<file path="src/ddtc_pkg.sv">
package ddtc_pkg;

	// Sequencer states of the top level
	typedef enum logic [3:0] {
		ST_IDLE,
		ST_CORDIC,
		ST_MUL_LO,
		ST_MUL_HI,
		ST_MODE,
		ST_MUL_SLOW,
		ST_DIV_SLOW_GO,
		ST_DIV_SLOW,
		ST_MUL_FAST,
		ST_DIV_FAST_GO,
		ST_DIV_FAST,
		ST_OUT
	} state_t;

	// Turning mode codes
	typedef enum logic [1:0] {
		MODE_STRAIGHT = 2'd0,
		MODE_SOFT     = 2'd1,
		MODE_HARD     = 2'd2
	} mode_t;

	// Register indexes on the configuration port
	localparam logic [1:0] REG_SPEED_LIM = 2'd0;
	localparam logic [1:0] REG_HARD_THR  = 2'd1;
	localparam logic [1:0] REG_SOFT_THR  = 2'd2;
	localparam logic [1:0] REG_STRAIGHT  = 2'd3;

	localparam logic [14:0] SPEED_LIM_RST = 15'd2560;
	localparam logic [14:0] HARD_THR_RST  = 15'd16384;
	localparam logic [14:0] SOFT_THR_RST  = 15'd12743;
	localparam logic [14:0] STRAIGHT_RST  = 15'd1820;

	// Inverse CORDIC gain, Q30
	localparam logic [29:0] INV_GAIN = 30'd652032875;

	// Quotient bits of the soft-turn divider
	localparam int DIV_BITS = 15;

	// Widths of the CORDIC datapath
	localparam int XY_W = 36;
	localparam int Z_W  = 34;

	// atan(2^-i)/pi * 2^31, truncated
	function automatic logic [29:0] atan_lut(input logic [4:0] idx);
		logic [29:0] v;
		case (idx)
			5'd0:  v = 30'd536870912;
			5'd1:  v = 30'd316933406;
			5'd2:  v = 30'd167458907;
			5'd3:  v = 30'd85004756;
			5'd4:  v = 30'd42667331;
			5'd5:  v = 30'd21354465;
			5'd6:  v = 30'd10679838;
			5'd7:  v = 30'd5340245;
			5'd8:  v = 30'd2670163;
			5'd9:  v = 30'd1335086;
			5'd10: v = 30'd667544;
			5'd11: v = 30'd333772;
			5'd12: v = 30'd166886;
			5'd13: v = 30'd83443;
			5'd14: v = 30'd41721;
			5'd15: v = 30'd20860;
			5'd16: v = 30'd10430;
			5'd17: v = 30'd5215;
			5'd18: v = 30'd2607;
			5'd19: v = 30'd1303;
			5'd20: v = 30'd651;
			5'd21: v = 30'd325;
			5'd22: v = 30'd162;
			5'd23: v = 30'd81;
			default: v = 30'd0;
		endcase
		return v;
	endfunction

endpackage

</file>
<file path="src/ddtc_cordic.sv">
module ddtc_cordic
	import ddtc_pkg::*;
#(
	parameter int STEPS = 16
) (
	input  logic                   clk,
	input  logic                   arst_n,
	input  logic                   start,
	input  logic signed [15:0]     x_in,
	input  logic signed [15:0]     y_in,
	output logic                   done,
	output logic signed [XY_W-1:0] x_out,
	output logic signed [Z_W-1:0]  z_out
);

	localparam int IW = $clog2(STEPS);

	logic signed [XY_W-1:0] x_q, y_q;
	logic signed [Z_W-1:0]  z_q;
	logic [IW-1:0]          i_q;
	logic                   run_q, done_q;

	logic signed [XY_W-1:0] x0, y0, dx, dy;
	logic signed [Z_W-1:0]  rot;
	logic                   last;

	assign x0   = {{(XY_W-32){x_in[15]}}, x_in, 16'b0};
	assign y0   = {{(XY_W-32){y_in[15]}}, y_in, 16'b0};
	assign dx   = y_q >>> i_q;
	assign dy   = x_q >>> i_q;
	assign rot  = $signed({{(Z_W-30){1'b0}}, atan_lut(5'(i_q))});
	assign last = (i_q == IW'(STEPS - 1));

	always_ff @(posedge clk or negedge arst_n) begin
		if (!arst_n) begin
			run_q  <= 1'b0;
			done_q <= 1'b0;
			i_q    <= '0;
		end else begin
			done_q <= run_q && last;
			if (start) begin
				run_q <= 1'b1;
				i_q   <= '0;
			end else if (run_q) begin
				if (last) begin
					run_q <= 1'b0;
				end
				i_q <= i_q + 1'b1;
			end
		end
	end

	always_ff @(posedge clk) begin
		if (start) begin
			// pre-rotate a left half-plane vector by a quarter turn
			if (x_in[15]) begin
				if (y_in > 16'sd0) begin
					x_q <= y0;
					y_q <= -x0;
					z_q <= Z_W'(34'sd1073741824);
				end else begin
					x_q <= -y0;
					y_q <= x0;
					z_q <= -Z_W'(34'sd1073741824);
				end
			end else begin
				x_q <= x0;
				y_q <= y0;
				z_q <= '0;
			end
		end else if (run_q) begin
			if (y_q > 0) begin
				x_q <= x_q + dx;
				y_q <= y_q - dy;
				z_q <= z_q + rot;
			end else begin
				x_q <= x_q - dx;
				y_q <= y_q + dy;
				z_q <= z_q - rot;
			end
		end
	end

	assign done  = done_q;
	assign x_out = x_q;
	assign z_out = z_q;

endmodule

</file>
<file path="src/ddtc_div.sv">
module ddtc_div
	import ddtc_pkg::*;
(
	input  logic                clk,
	input  logic                arst_n,
	input  logic                start,
	input  logic [31:0]         num,
	input  logic [DIV_BITS-1:0] den,
	output logic                done,
	output logic [DIV_BITS-1:0] quo
);

	localparam int CW = $clog2(DIV_BITS + 1);

	logic [CW-1:0]       cnt_q;
	logic                done_q, sat_q;
	logic [DIV_BITS-1:0] r_q, n_q, q_q, den_q;
	logic [DIV_BITS:0]   trial;
	logic                fits;

	assign trial = {r_q, n_q[DIV_BITS-1]};
	assign fits  = (trial >= {1'b0, den_q});

	always_ff @(posedge clk or negedge arst_n) begin
		if (!arst_n) begin
			cnt_q  <= '0;
			done_q <= 1'b0;
		end else begin
			done_q <= (cnt_q == CW'(1));
			if (start) begin
				cnt_q <= CW'(DIV_BITS);
			end else if (cnt_q != '0) begin
				cnt_q <= cnt_q - 1'b1;
			end
		end
	end

	always_ff @(posedge clk) begin
		if (start) begin
			// quotient at or above full scale saturates
			sat_q <= (num[31:DIV_BITS] >= {{(32-2*DIV_BITS){1'b0}}, den});
			r_q   <= num[2*DIV_BITS-1:DIV_BITS];
			n_q   <= num[DIV_BITS-1:0];
			q_q   <= '0;
			den_q <= den;
		end else if (cnt_q != '0) begin
			r_q <= fits ? DIV_BITS'(trial - {1'b0, den_q}) : trial[DIV_BITS-1:0];
			q_q <= {q_q[DIV_BITS-2:0], fits};
			n_q <= {n_q[DIV_BITS-2:0], 1'b0};
		end
	end

	assign done = done_q;
	assign quo  = sat_q ? {DIV_BITS{1'b1}} : q_q;

endmodule

</file>
<file path="src/differential_drive_turn_controller_top.sv">
// Differential-drive turn controller.
// Heading channel (heading_valid/heading_ready) takes one word: the desired
// heading vector heading_x, heading_y in signed Q8.8. Speed channel
// (speed_valid/speed_ready) returns one word per heading: left_speed,
// right_speed (signed Q8.8, saturated) and turn_mode (0 straight, 1 soft,
// 2 hard). The APB port holds the wheel speed limit and the three angle
// thresholds at byte addresses 0, 4, 8 and 12; pready is always high.
// One heading at a time: heading_ready is high only while the sequencer
// idles. A vectoring CORDIC runs one micro-rotation per cycle, one shared
// 18x30 multiplier forms the length in a low and a high half and the
// soft-turn products, and a restoring divider yields one quotient bit per
// cycle, used twice. A heading on the x axis skips the CORDIC. The next
// heading is taken the cycle after the word loads. The finished word sits
// in an output register, so the next heading is taken while it waits; if
// the receiver stalls until the following word is done, the sequencer
// holds that word until the register frees.
// Reset clears the mode to straight, loads the register defaults and drops
// any pending word.
module differential_drive_turn_controller_top
	import ddtc_pkg::*;
#(
	parameter int CORDIC_STEPS = 16
) (
	input  logic               clk,
	input  logic               arst_n,
	input  logic               heading_valid,
	output logic               heading_ready,
	input  logic signed [15:0] heading_x,
	input  logic signed [15:0] heading_y,
	output logic               speed_valid,
	input  logic               speed_ready,
	output logic signed [15:0] left_speed,
	output logic signed [15:0] right_speed,
	output logic [1:0]         turn_mode,
	input  logic               psel,
	input  logic               penable,
	input  logic               pwrite,
	input  logic [3:0]         paddr,
	input  logic [31:0]        pwdata,
	output logic [31:0]        prdata,
	output logic               pready
);

	state_t state_q, state_nxt;
	mode_t  mode_q, mode_nxt;

	// configuration registers
	logic [14:0] speed_lim_q, hard_q, soft_q, straight_q;

	// working registers
	logic signed [16:0] ang_q;
	logic [19:0]        len_q;
	logic [14:0]        base_q;
	logic [65:0]        acc_q;
	logic [31:0]        numer_q;
	logic signed [15:0] slow_q, fast_q;
	logic               out_valid_q;
	logic signed [15:0] left_q, right_q;
	logic [1:0]         turn_q;

	logic                   accept, cordic_start, cordic_done;
	logic signed [XY_W-1:0] cordic_x;
	logic signed [Z_W-1:0]  cordic_z;
	logic                   div_start, div_done;
	logic [DIV_BITS-1:0]    div_quo;
	logic                   out_load;

	logic [34:0]        x_pos;
	logic signed [Z_W-1:0] z_round;
	logic signed [17:0] ang_raw;
	logic signed [16:0] ang_cordic, ang_neg;
	logic [15:0]        mag;
	logic [14:0]        h_eff, num_slow, base_nxt;
	logic [15:0]        num_fast;
	logic [17:0]        mul_a;
	logic [29:0]        mul_b;
	logic [47:0]        prod;
	logic [65:0]        len_sum;
	logic signed [15:0] abs_x;

	assign accept       = heading_valid && heading_ready;
	assign cordic_start = accept && (heading_y != 16'sd0);

	ddtc_cordic #(
		.STEPS(CORDIC_STEPS)
	) u_cordic (
		.clk   (clk),
		.arst_n(arst_n),
		.start (cordic_start),
		.x_in  (heading_x),
		.y_in  (heading_y),
		.done  (cordic_done),
		.x_out (cordic_x),
		.z_out (cordic_z)
	);

	ddtc_div u_div (
		.clk   (clk),
		.arst_n(arst_n),
		.start (div_start),
		.num   (numer_q),
		.den   (h_eff),
		.done  (div_done),
		.quo   (div_quo)
	);

	// APB register file
	always_ff @(posedge clk or negedge arst_n) begin
		if (!arst_n) begin
			speed_lim_q <= SPEED_LIM_RST;
			hard_q      <= HARD_THR_RST;
			soft_q      <= SOFT_THR_RST;
			straight_q  <= STRAIGHT_RST;
		end else if (psel && penable && pwrite) begin
			unique case (paddr[3:2])
				REG_SPEED_LIM: speed_lim_q <= pwdata[14:0];
				REG_HARD_THR:  hard_q      <= pwdata[14:0];
				REG_SOFT_THR:  soft_q      <= pwdata[14:0];
				REG_STRAIGHT:  straight_q  <= pwdata[14:0];
			endcase
		end
	end

	always_comb begin
		unique case (paddr[3:2])
			REG_SPEED_LIM: prdata = {17'b0, speed_lim_q};
			REG_HARD_THR:  prdata = {17'b0, hard_q};
			REG_SOFT_THR:  prdata = {17'b0, soft_q};
			REG_STRAIGHT:  prdata = {17'b0, straight_q};
		endcase
	end

	assign pready = 1'b1;

	// angle: round the accumulator to binary units and fold -pi onto +pi
	assign z_round = cordic_z + Z_W'(34'sd32768);
	assign ang_raw = z_round[Z_W-1:16];
	assign ang_cordic = (ang_raw > 18'sd32768 || ang_raw <= -18'sd32768) ?
		17'sd32768 : ang_raw[16:0];
	assign ang_neg = -ang_q;
	assign mag     = ang_q[16] ? ang_neg[15:0] : ang_q[15:0];
	assign abs_x   = heading_x[15] ? -heading_x : heading_x;

	assign x_pos = cordic_x[XY_W-1] ? '0 : cordic_x[34:0];

	assign base_nxt = (len_q < {5'b0, speed_lim_q}) ? len_q[14:0] : speed_lim_q;
	assign h_eff    = (hard_q == '0) ? 15'd1 : hard_q;
	assign num_slow = ({1'b0, mag} <= {1'b0, h_eff}) ? 15'(h_eff - mag[14:0]) : '0;
	assign num_fast = {1'b0, h_eff} + mag;

	// shared multiplier
	assign prod    = mul_a * mul_b;
	assign len_sum = acc_q + ({18'b0, prod} << 18);

	// mode update: test hard, then soft, then straight
	always_comb begin
		mode_nxt = mode_q;
		if (mode_nxt == MODE_HARD && mag <= {1'b0, soft_q}) begin
			mode_nxt = MODE_SOFT;
		end
		if (mode_nxt == MODE_SOFT) begin
			if (mag > {1'b0, hard_q}) begin
				mode_nxt = MODE_HARD;
			end else if (mag <= {1'b0, straight_q}) begin
				mode_nxt = MODE_STRAIGHT;
			end
		end
		if (mode_nxt == MODE_STRAIGHT) begin
			if (mag > {1'b0, hard_q}) begin
				mode_nxt = MODE_HARD;
			end else if (mag > {1'b0, straight_q}) begin
				mode_nxt = MODE_SOFT;
			end
		end
	end

	// sequencer: next state
	always_comb begin
		state_nxt = state_q;
		unique case (state_q)
			ST_IDLE: begin
				if (accept) begin
					state_nxt = (heading_y != 16'sd0) ? ST_CORDIC : ST_MODE;
				end
			end
			ST_CORDIC: begin
				if (cordic_done) begin
					state_nxt = ST_MUL_LO;
				end
			end
			ST_MUL_LO:      state_nxt = ST_MUL_HI;
			ST_MUL_HI:      state_nxt = ST_MODE;
			ST_MODE:        state_nxt = (mode_nxt == MODE_SOFT) ? ST_MUL_SLOW : ST_OUT;
			ST_MUL_SLOW:    state_nxt = ST_DIV_SLOW_GO;
			ST_DIV_SLOW_GO: state_nxt = ST_DIV_SLOW;
			ST_DIV_SLOW: begin
				if (div_done) begin
					state_nxt = ST_MUL_FAST;
				end
			end
			ST_MUL_FAST:    state_nxt = ST_DIV_FAST_GO;
			ST_DIV_FAST_GO: state_nxt = ST_DIV_FAST;
			ST_DIV_FAST: begin
				if (div_done) begin
					state_nxt = ST_OUT;
				end
			end
			ST_OUT: begin
				if (out_load) begin
					state_nxt = ST_IDLE;
				end
			end
			default: state_nxt = ST_IDLE;
		endcase
	end

	// sequencer: outputs
	always_comb begin
		heading_ready = 1'b0;
		div_start     = 1'b0;
		out_load      = 1'b0;
		mul_a         = '0;
		mul_b         = '0;
		unique case (state_q)
			ST_IDLE:        heading_ready = 1'b1;
			ST_MUL_LO: begin
				mul_a = x_pos[17:0];
				mul_b = INV_GAIN;
			end
			ST_MUL_HI: begin
				mul_a = {1'b0, x_pos[34:18]};
				mul_b = INV_GAIN;
			end
			ST_MUL_SLOW: begin
				mul_a = {3'b0, num_slow};
				mul_b = {15'b0, base_q};
			end
			ST_MUL_FAST: begin
				mul_a = {2'b0, num_fast};
				mul_b = {15'b0, base_q};
			end
			ST_DIV_SLOW_GO: div_start = 1'b1;
			ST_DIV_FAST_GO: div_start = 1'b1;
			ST_OUT:         out_load  = !out_valid_q || speed_ready;
			default: ;
		endcase
	end

	always_ff @(posedge clk or negedge arst_n) begin
		if (!arst_n) begin
			state_q     <= ST_IDLE;
			mode_q      <= MODE_STRAIGHT;
			out_valid_q <= 1'b0;
		end else begin
			state_q <= state_nxt;
			if (state_q == ST_MODE) begin
				mode_q <= mode_nxt;
			end
			if (out_load) begin
				out_valid_q <= 1'b1;
			end else if (speed_ready) begin
				out_valid_q <= 1'b0;
			end
		end
	end

	// datapath
	always_ff @(posedge clk) begin
		if (state_q == ST_IDLE && accept) begin
			// on the x axis the angle and length are exact
			ang_q <= heading_x[15] ? 17'sd32768 : 17'sd0;
			len_q <= {4'b0, abs_x[15] ? 16'h8000 : abs_x};
		end
		if (state_q == ST_MUL_LO) begin
			ang_q <= ang_cordic;
			acc_q <= {18'b0, prod} + (66'd1 << 45);
		end
		if (state_q == ST_MUL_HI) begin
			len_q <= len_sum[65:46];
		end
		if (state_q == ST_MODE) begin
			base_q <= base_nxt;
			if (mode_nxt == MODE_HARD) begin
				slow_q <= -$signed({1'b0, speed_lim_q});
				fast_q <= $signed({1'b0, speed_lim_q});
			end else begin
				slow_q <= $signed({1'b0, base_nxt});
				fast_q <= $signed({1'b0, base_nxt});
			end
		end
		if (state_q == ST_MUL_SLOW || state_q == ST_MUL_FAST) begin
			numer_q <= prod[31:0] + {18'b0, h_eff[14:1]};
		end
		if (state_q == ST_DIV_SLOW && div_done) begin
			slow_q <= $signed({1'b0, div_quo});
		end
		if (state_q == ST_DIV_FAST && div_done) begin
			fast_q <= $signed({1'b0, div_quo});
		end
		if (out_load) begin
			// a left turn slows the left wheel
			if (ang_q > 17'sd0) begin
				left_q  <= slow_q;
				right_q <= fast_q;
			end else begin
				left_q  <= fast_q;
				right_q <= slow_q;
			end
			turn_q <= mode_q;
		end
	end

	assign speed_valid = out_valid_q;
	assign left_speed  = left_q;
	assign right_speed = right_q;
	assign turn_mode   = turn_q;

endmodule

</file>
<file path="config.mk">
export PLATFORM = sky130hd
export DESIGN_NAME = differential_drive_turn_controller_top
export DESIGN_NICKNAME = d
export VERILOG_FILES = /design/src/ddtc_pkg.sv /design/src/ddtc_cordic.sv /design/src/ddtc_div.sv /design/src/differential_drive_turn_controller_top.sv
export SDC_FILE = /design/constraint.sdc
export NUM_CORES = 2
export LEC_CHECK = 0
export BUFFER_PORTS_ARGS = -buffer_cell sky130_fd_sc_hd__clkbuf_2
export CORE_UTILIZATION = 30
export DETAILED_ROUTE_END_ITERATION = 16
export GPL_TIMING_DRIVEN = 0
export HOLD_SLACK_MARGIN = 0.08
export PLACE_DENSITY = 0.56
export SLEW_MARGIN = 40
export SYNTH_ARGS = -nofsm -noshare
export SYNTH_HDL_FRONTEND = slang
export SYNTH_HIERARCHICAL = 1
export SYNTH_SLANG_ARGS = --single-unit
export TNS_END_PERCENT = 100
</file>
<file path="constraint.sdc">
create_clock -name clk -period 36.6 [get_ports clk]
set_input_delay 1.83 -clock clk [delete_from_list [all_inputs] [get_ports clk]]
set_output_delay 1.83 -clock clk [all_outputs]
set_load 0.01 [all_outputs]
</file>
==> out/qor.yml <==
status: "finished clean"
max_freq_ghz: 0.0612
post_cts_resized: 0
vias: 46400
grt_use_met2_pct: 35.1
ys_warn_count: 6
busiest_layer: "met2"
max_stage_delay_ns: 0.70
crit_type: "flop to flop"
grtUsageMet3_pct: 3.45
yosysSeqAreaShare_pct: 23.1
final-setup-viol-count: 0
start_kind: "flop"
clk_latency_ns: 0.68
syn_area_per_cell_um2: 9.00
dieArea_mm2: 0.178
rows: 153
hold_class: "flop to flop"
ctsLongestPathBuffers: 3
cp-end-kind: "flop"
rr_endpoint: "len_q[18]$_SDFFCE_PN0P_"
ioPinCount: 144
worstPathArrival_ns: 16.86
layout_min_cycle_time_ns: 16.33
place_congestion: 1.00
met1_usage_pct: 28.2
r2r_cells: 47
fin_crit_sh_pct: 44.6
routed_wl_um: 199000
viasPerCell: 5.48
r2r_slack_ns: 20.27
finalSetupTns_ns: 0
dpl.hpwl_um: 160000
die_y_um: 422
cts_setup_buffers: 0
wire_per_inst_um: 23.6
cts_tree: "done"
synth_top_area_share_pct: 18.8
r2r-start: "ang_q[4]$_SDFFCE_PP0P_"
drc_errors: 0
maxSlewViolCount: 0
rsz0062_at_grt: "no"
htreeDepth: 2
synthTopCellsByArea: "edfxtp_1, fa_1, ha_1, inv_1, nand2_1"
grt_overflow: 0
path_clk_slew_ns: 0.06
start_util_pct: 30.3
fp.dieW_um: 422
cts-root-buf: "clkbuf_16"
finalClockSkew_ns: 0.0640
synthFlopType: "edfxtp_1"
worst_pin_slew_ns: 0.967
netlist_area_mm2: 0.0530
layout.nets: 6972
areaGrowthSynthToFinish_pct: 10.8
synth_cell_types: 122
crit_required_ns: 37.12
postRouteAntennaNets: 0
cts_sinks: 425
numCtsBuffers: 51
numPortBuffers: 104
maxSlewHeadroom_pct: 34.8
layout_commonest_cell: "inv_1"
first_pass_iters: 8
cp_max_fo: 10
syn_inst: 5888
synth.largest_area_cell: "edfxtp_1"
grt_pass1_vias: 44800
slowest_stage: "xor2_1"
grt_pass1_wl_um: 293000
grt_max_degree: 69
crit_end: "len_q[18]$_SDFFCE_PN0P_"
ys_async_sr_fraction_pct: 18.4
synth_edf_count: 331
layout_common_cells: "inv_1, nand2_1, nor2_1"
cts-hold-fix-buffers: 0
hold_viol: 0
antenna_found_initial: 15
critPathLaunch: "ang_q[4]$_SDFFCE_PP0P_"
drive_above_1_share_pct: 10.9
cp_common_cell: "fa_1"
drt_iter0_drc: 4268
core_area_mm2: 0.175
ys_ff_latch: 425
drv_cap: 0
grt_usage_pct: 21.7
-- synthesized netlist by cell type (33+ instances only) --
| master | instances |
|---|---|
| inv_1 | 706 |
| nand2_1 | 512 |
| nor2_1 | 504 |
| ha_1 | 464 |
| a21oi_1 | 361 |
| fa_1 | 350 |
| edfxtp_1 | 331 |
| o21ai_0 | 290 |
| xnor2_1 | 203 |
| clkbuf_1 | 182 |
| xor2_1 | 132 |
| mux2_2 | 129 |
| a21o_1 | 119 |
| nor3_1 | 105 |
| nand3_1 | 87 |
| mux4_2 | 85 |
| mux2i_1 | 82 |
| nor2b_1 | 68 |
| dfrtp_1 | 61 |
| and2_1 | 54 |
| nand2b_1 | 54 |
| o211ai_1 | 54 |
| nand4_1 | 52 |
| o21a_1 | 50 |
| o31ai_1 | 45 |
| or2_2 | 44 |
| or3_1 | 44 |
| a31oi_1 | 41 |
| nor4_1 | 39 |
| o22ai_1 | 39 |
| a211oi_1 | 38 |
| and3_1 | 37 |
| buf_1 | 35 |
| o21bai_1 | 33 |
-- how the worst min path moves through the flow --
stage	startpoint	endpoint	slack, ns	cells after the start
3_3_place_gp	u_div/q_q[14]$_SDFFE_PP0P_	u_div/q_q[14]$_SDFFE_PP0P_	0.46	2
5_1_grt	u_div/q_q[14]$_SDFFE_PP0P_	u_div/q_q[14]$_SDFFE_PP0P_	0.49	2
2_1_floorplan	u_div/q_q[14]$_SDFFE_PP0P_	u_div/q_q[14]$_SDFFE_PP0P_	0.43	2
4_1_cts	u_div/q_q[14]$_SDFFE_PP0P_	u_div/q_q[14]$_SDFFE_PP0P_	0.46	2
6_report	u_div/q_q[14]$_SDFFE_PP0P_	u_div/q_q[14]$_SDFFE_PP0P_	0.47	2
3_5_place_dp	u_div/q_q[14]$_SDFFE_PP0P_	u_div/q_q[14]$_SDFFE_PP0P_	0.45	2
-- critical path, delay by kind of cell, from the launching register on --
family / cells / cell delay, ns
and+or+nand+nor: 17 / 5.93
xor gates and xnor gates: 2 / 1.40
AOI/OAI and AO/OA: 11 / 2.80
DFF: 1 / 0.47
buffers and inverters: 8 / 1.52
adders and majority gates: 9 / 4.05
-- per-stage QoR --
| step | std cells | util [%] | hold WS (ns) | setup WS, ns | instance area (µm²) |
|---|---|---|---|---|---|
| finish | 8465 | 33.6 | 0.470 | 20.27 | 58700 |
| global route | 8462 | 33.6 | 0.491 | 19.74 | 58700 |
| CTS | 8450 | 33.6 | 0.465 | 20.57 | 58600 |
| detailed placement | 8354 | 32.6 | 0.447 | 20.58 | 56900 |
| global placement | 8343 | 32.4 | 0.456 | 20.63 | 56500 |
| floorplan | 5914 | - | 0.427 | 23.95 | 53100 |
-- state kept, by name, summed over array words and instances, names as in the netlist, 15 cells and up --
name and flops:
u_div/n_q 15, u_div/den_q 15, speed_lim_q 15, right_speed 16
len_q 20, u_cordic/z_out 34, left_speed 16, straight_q 15
u_cordic/x_out 36, u_cordic/y_q 36, acc_q 31, fast_q 15
ang_q 17, numer_q 32, u_div/r_q 15, u_div/q_q 15
slow_q 16, soft_q 15, base_q 15, hard_q 15
-- final cells by class --
cell class | count | area [µm²]
Antenna cell | 14 | 35.0
Tap cell | 2325 | 2910
Timing Repair Buffer | 116 | 702
Sequential cell | 425 | 12200
Multi-Input combinational cell | 4505 | 37200
Buffer | 276 | 1300
Clock buffer | 70 | 1430
Clock inverter | 26 | 254
Inverter | 708 | 2660
Fill cell | 18300 | 116000
-- cell families after synthesis --
group	after synthesis	share of synthesized area [%]
adders and majority gates	814	24.2
AOI/OAI and AO/OA	1327	16.3
and+or+nand+nor	1701	15.4
buffers and inverters	984	7.40
xor gates and xnor gates	336	5.57
muxes	299	8.03
DFF	425	23.1
other	2	0.0142
-- per-layer routing --
metal	vias to the layer above	part of all wire (%)
met4	0	5.3
met5	-	0
li1	21000	-
met2	2145	46
met3	489	7.4
met1	22700	42
Power is left out: the tool's default activity adds up to more than one toggle a clock period on the data nets, which glitch-free logic cannot reach.
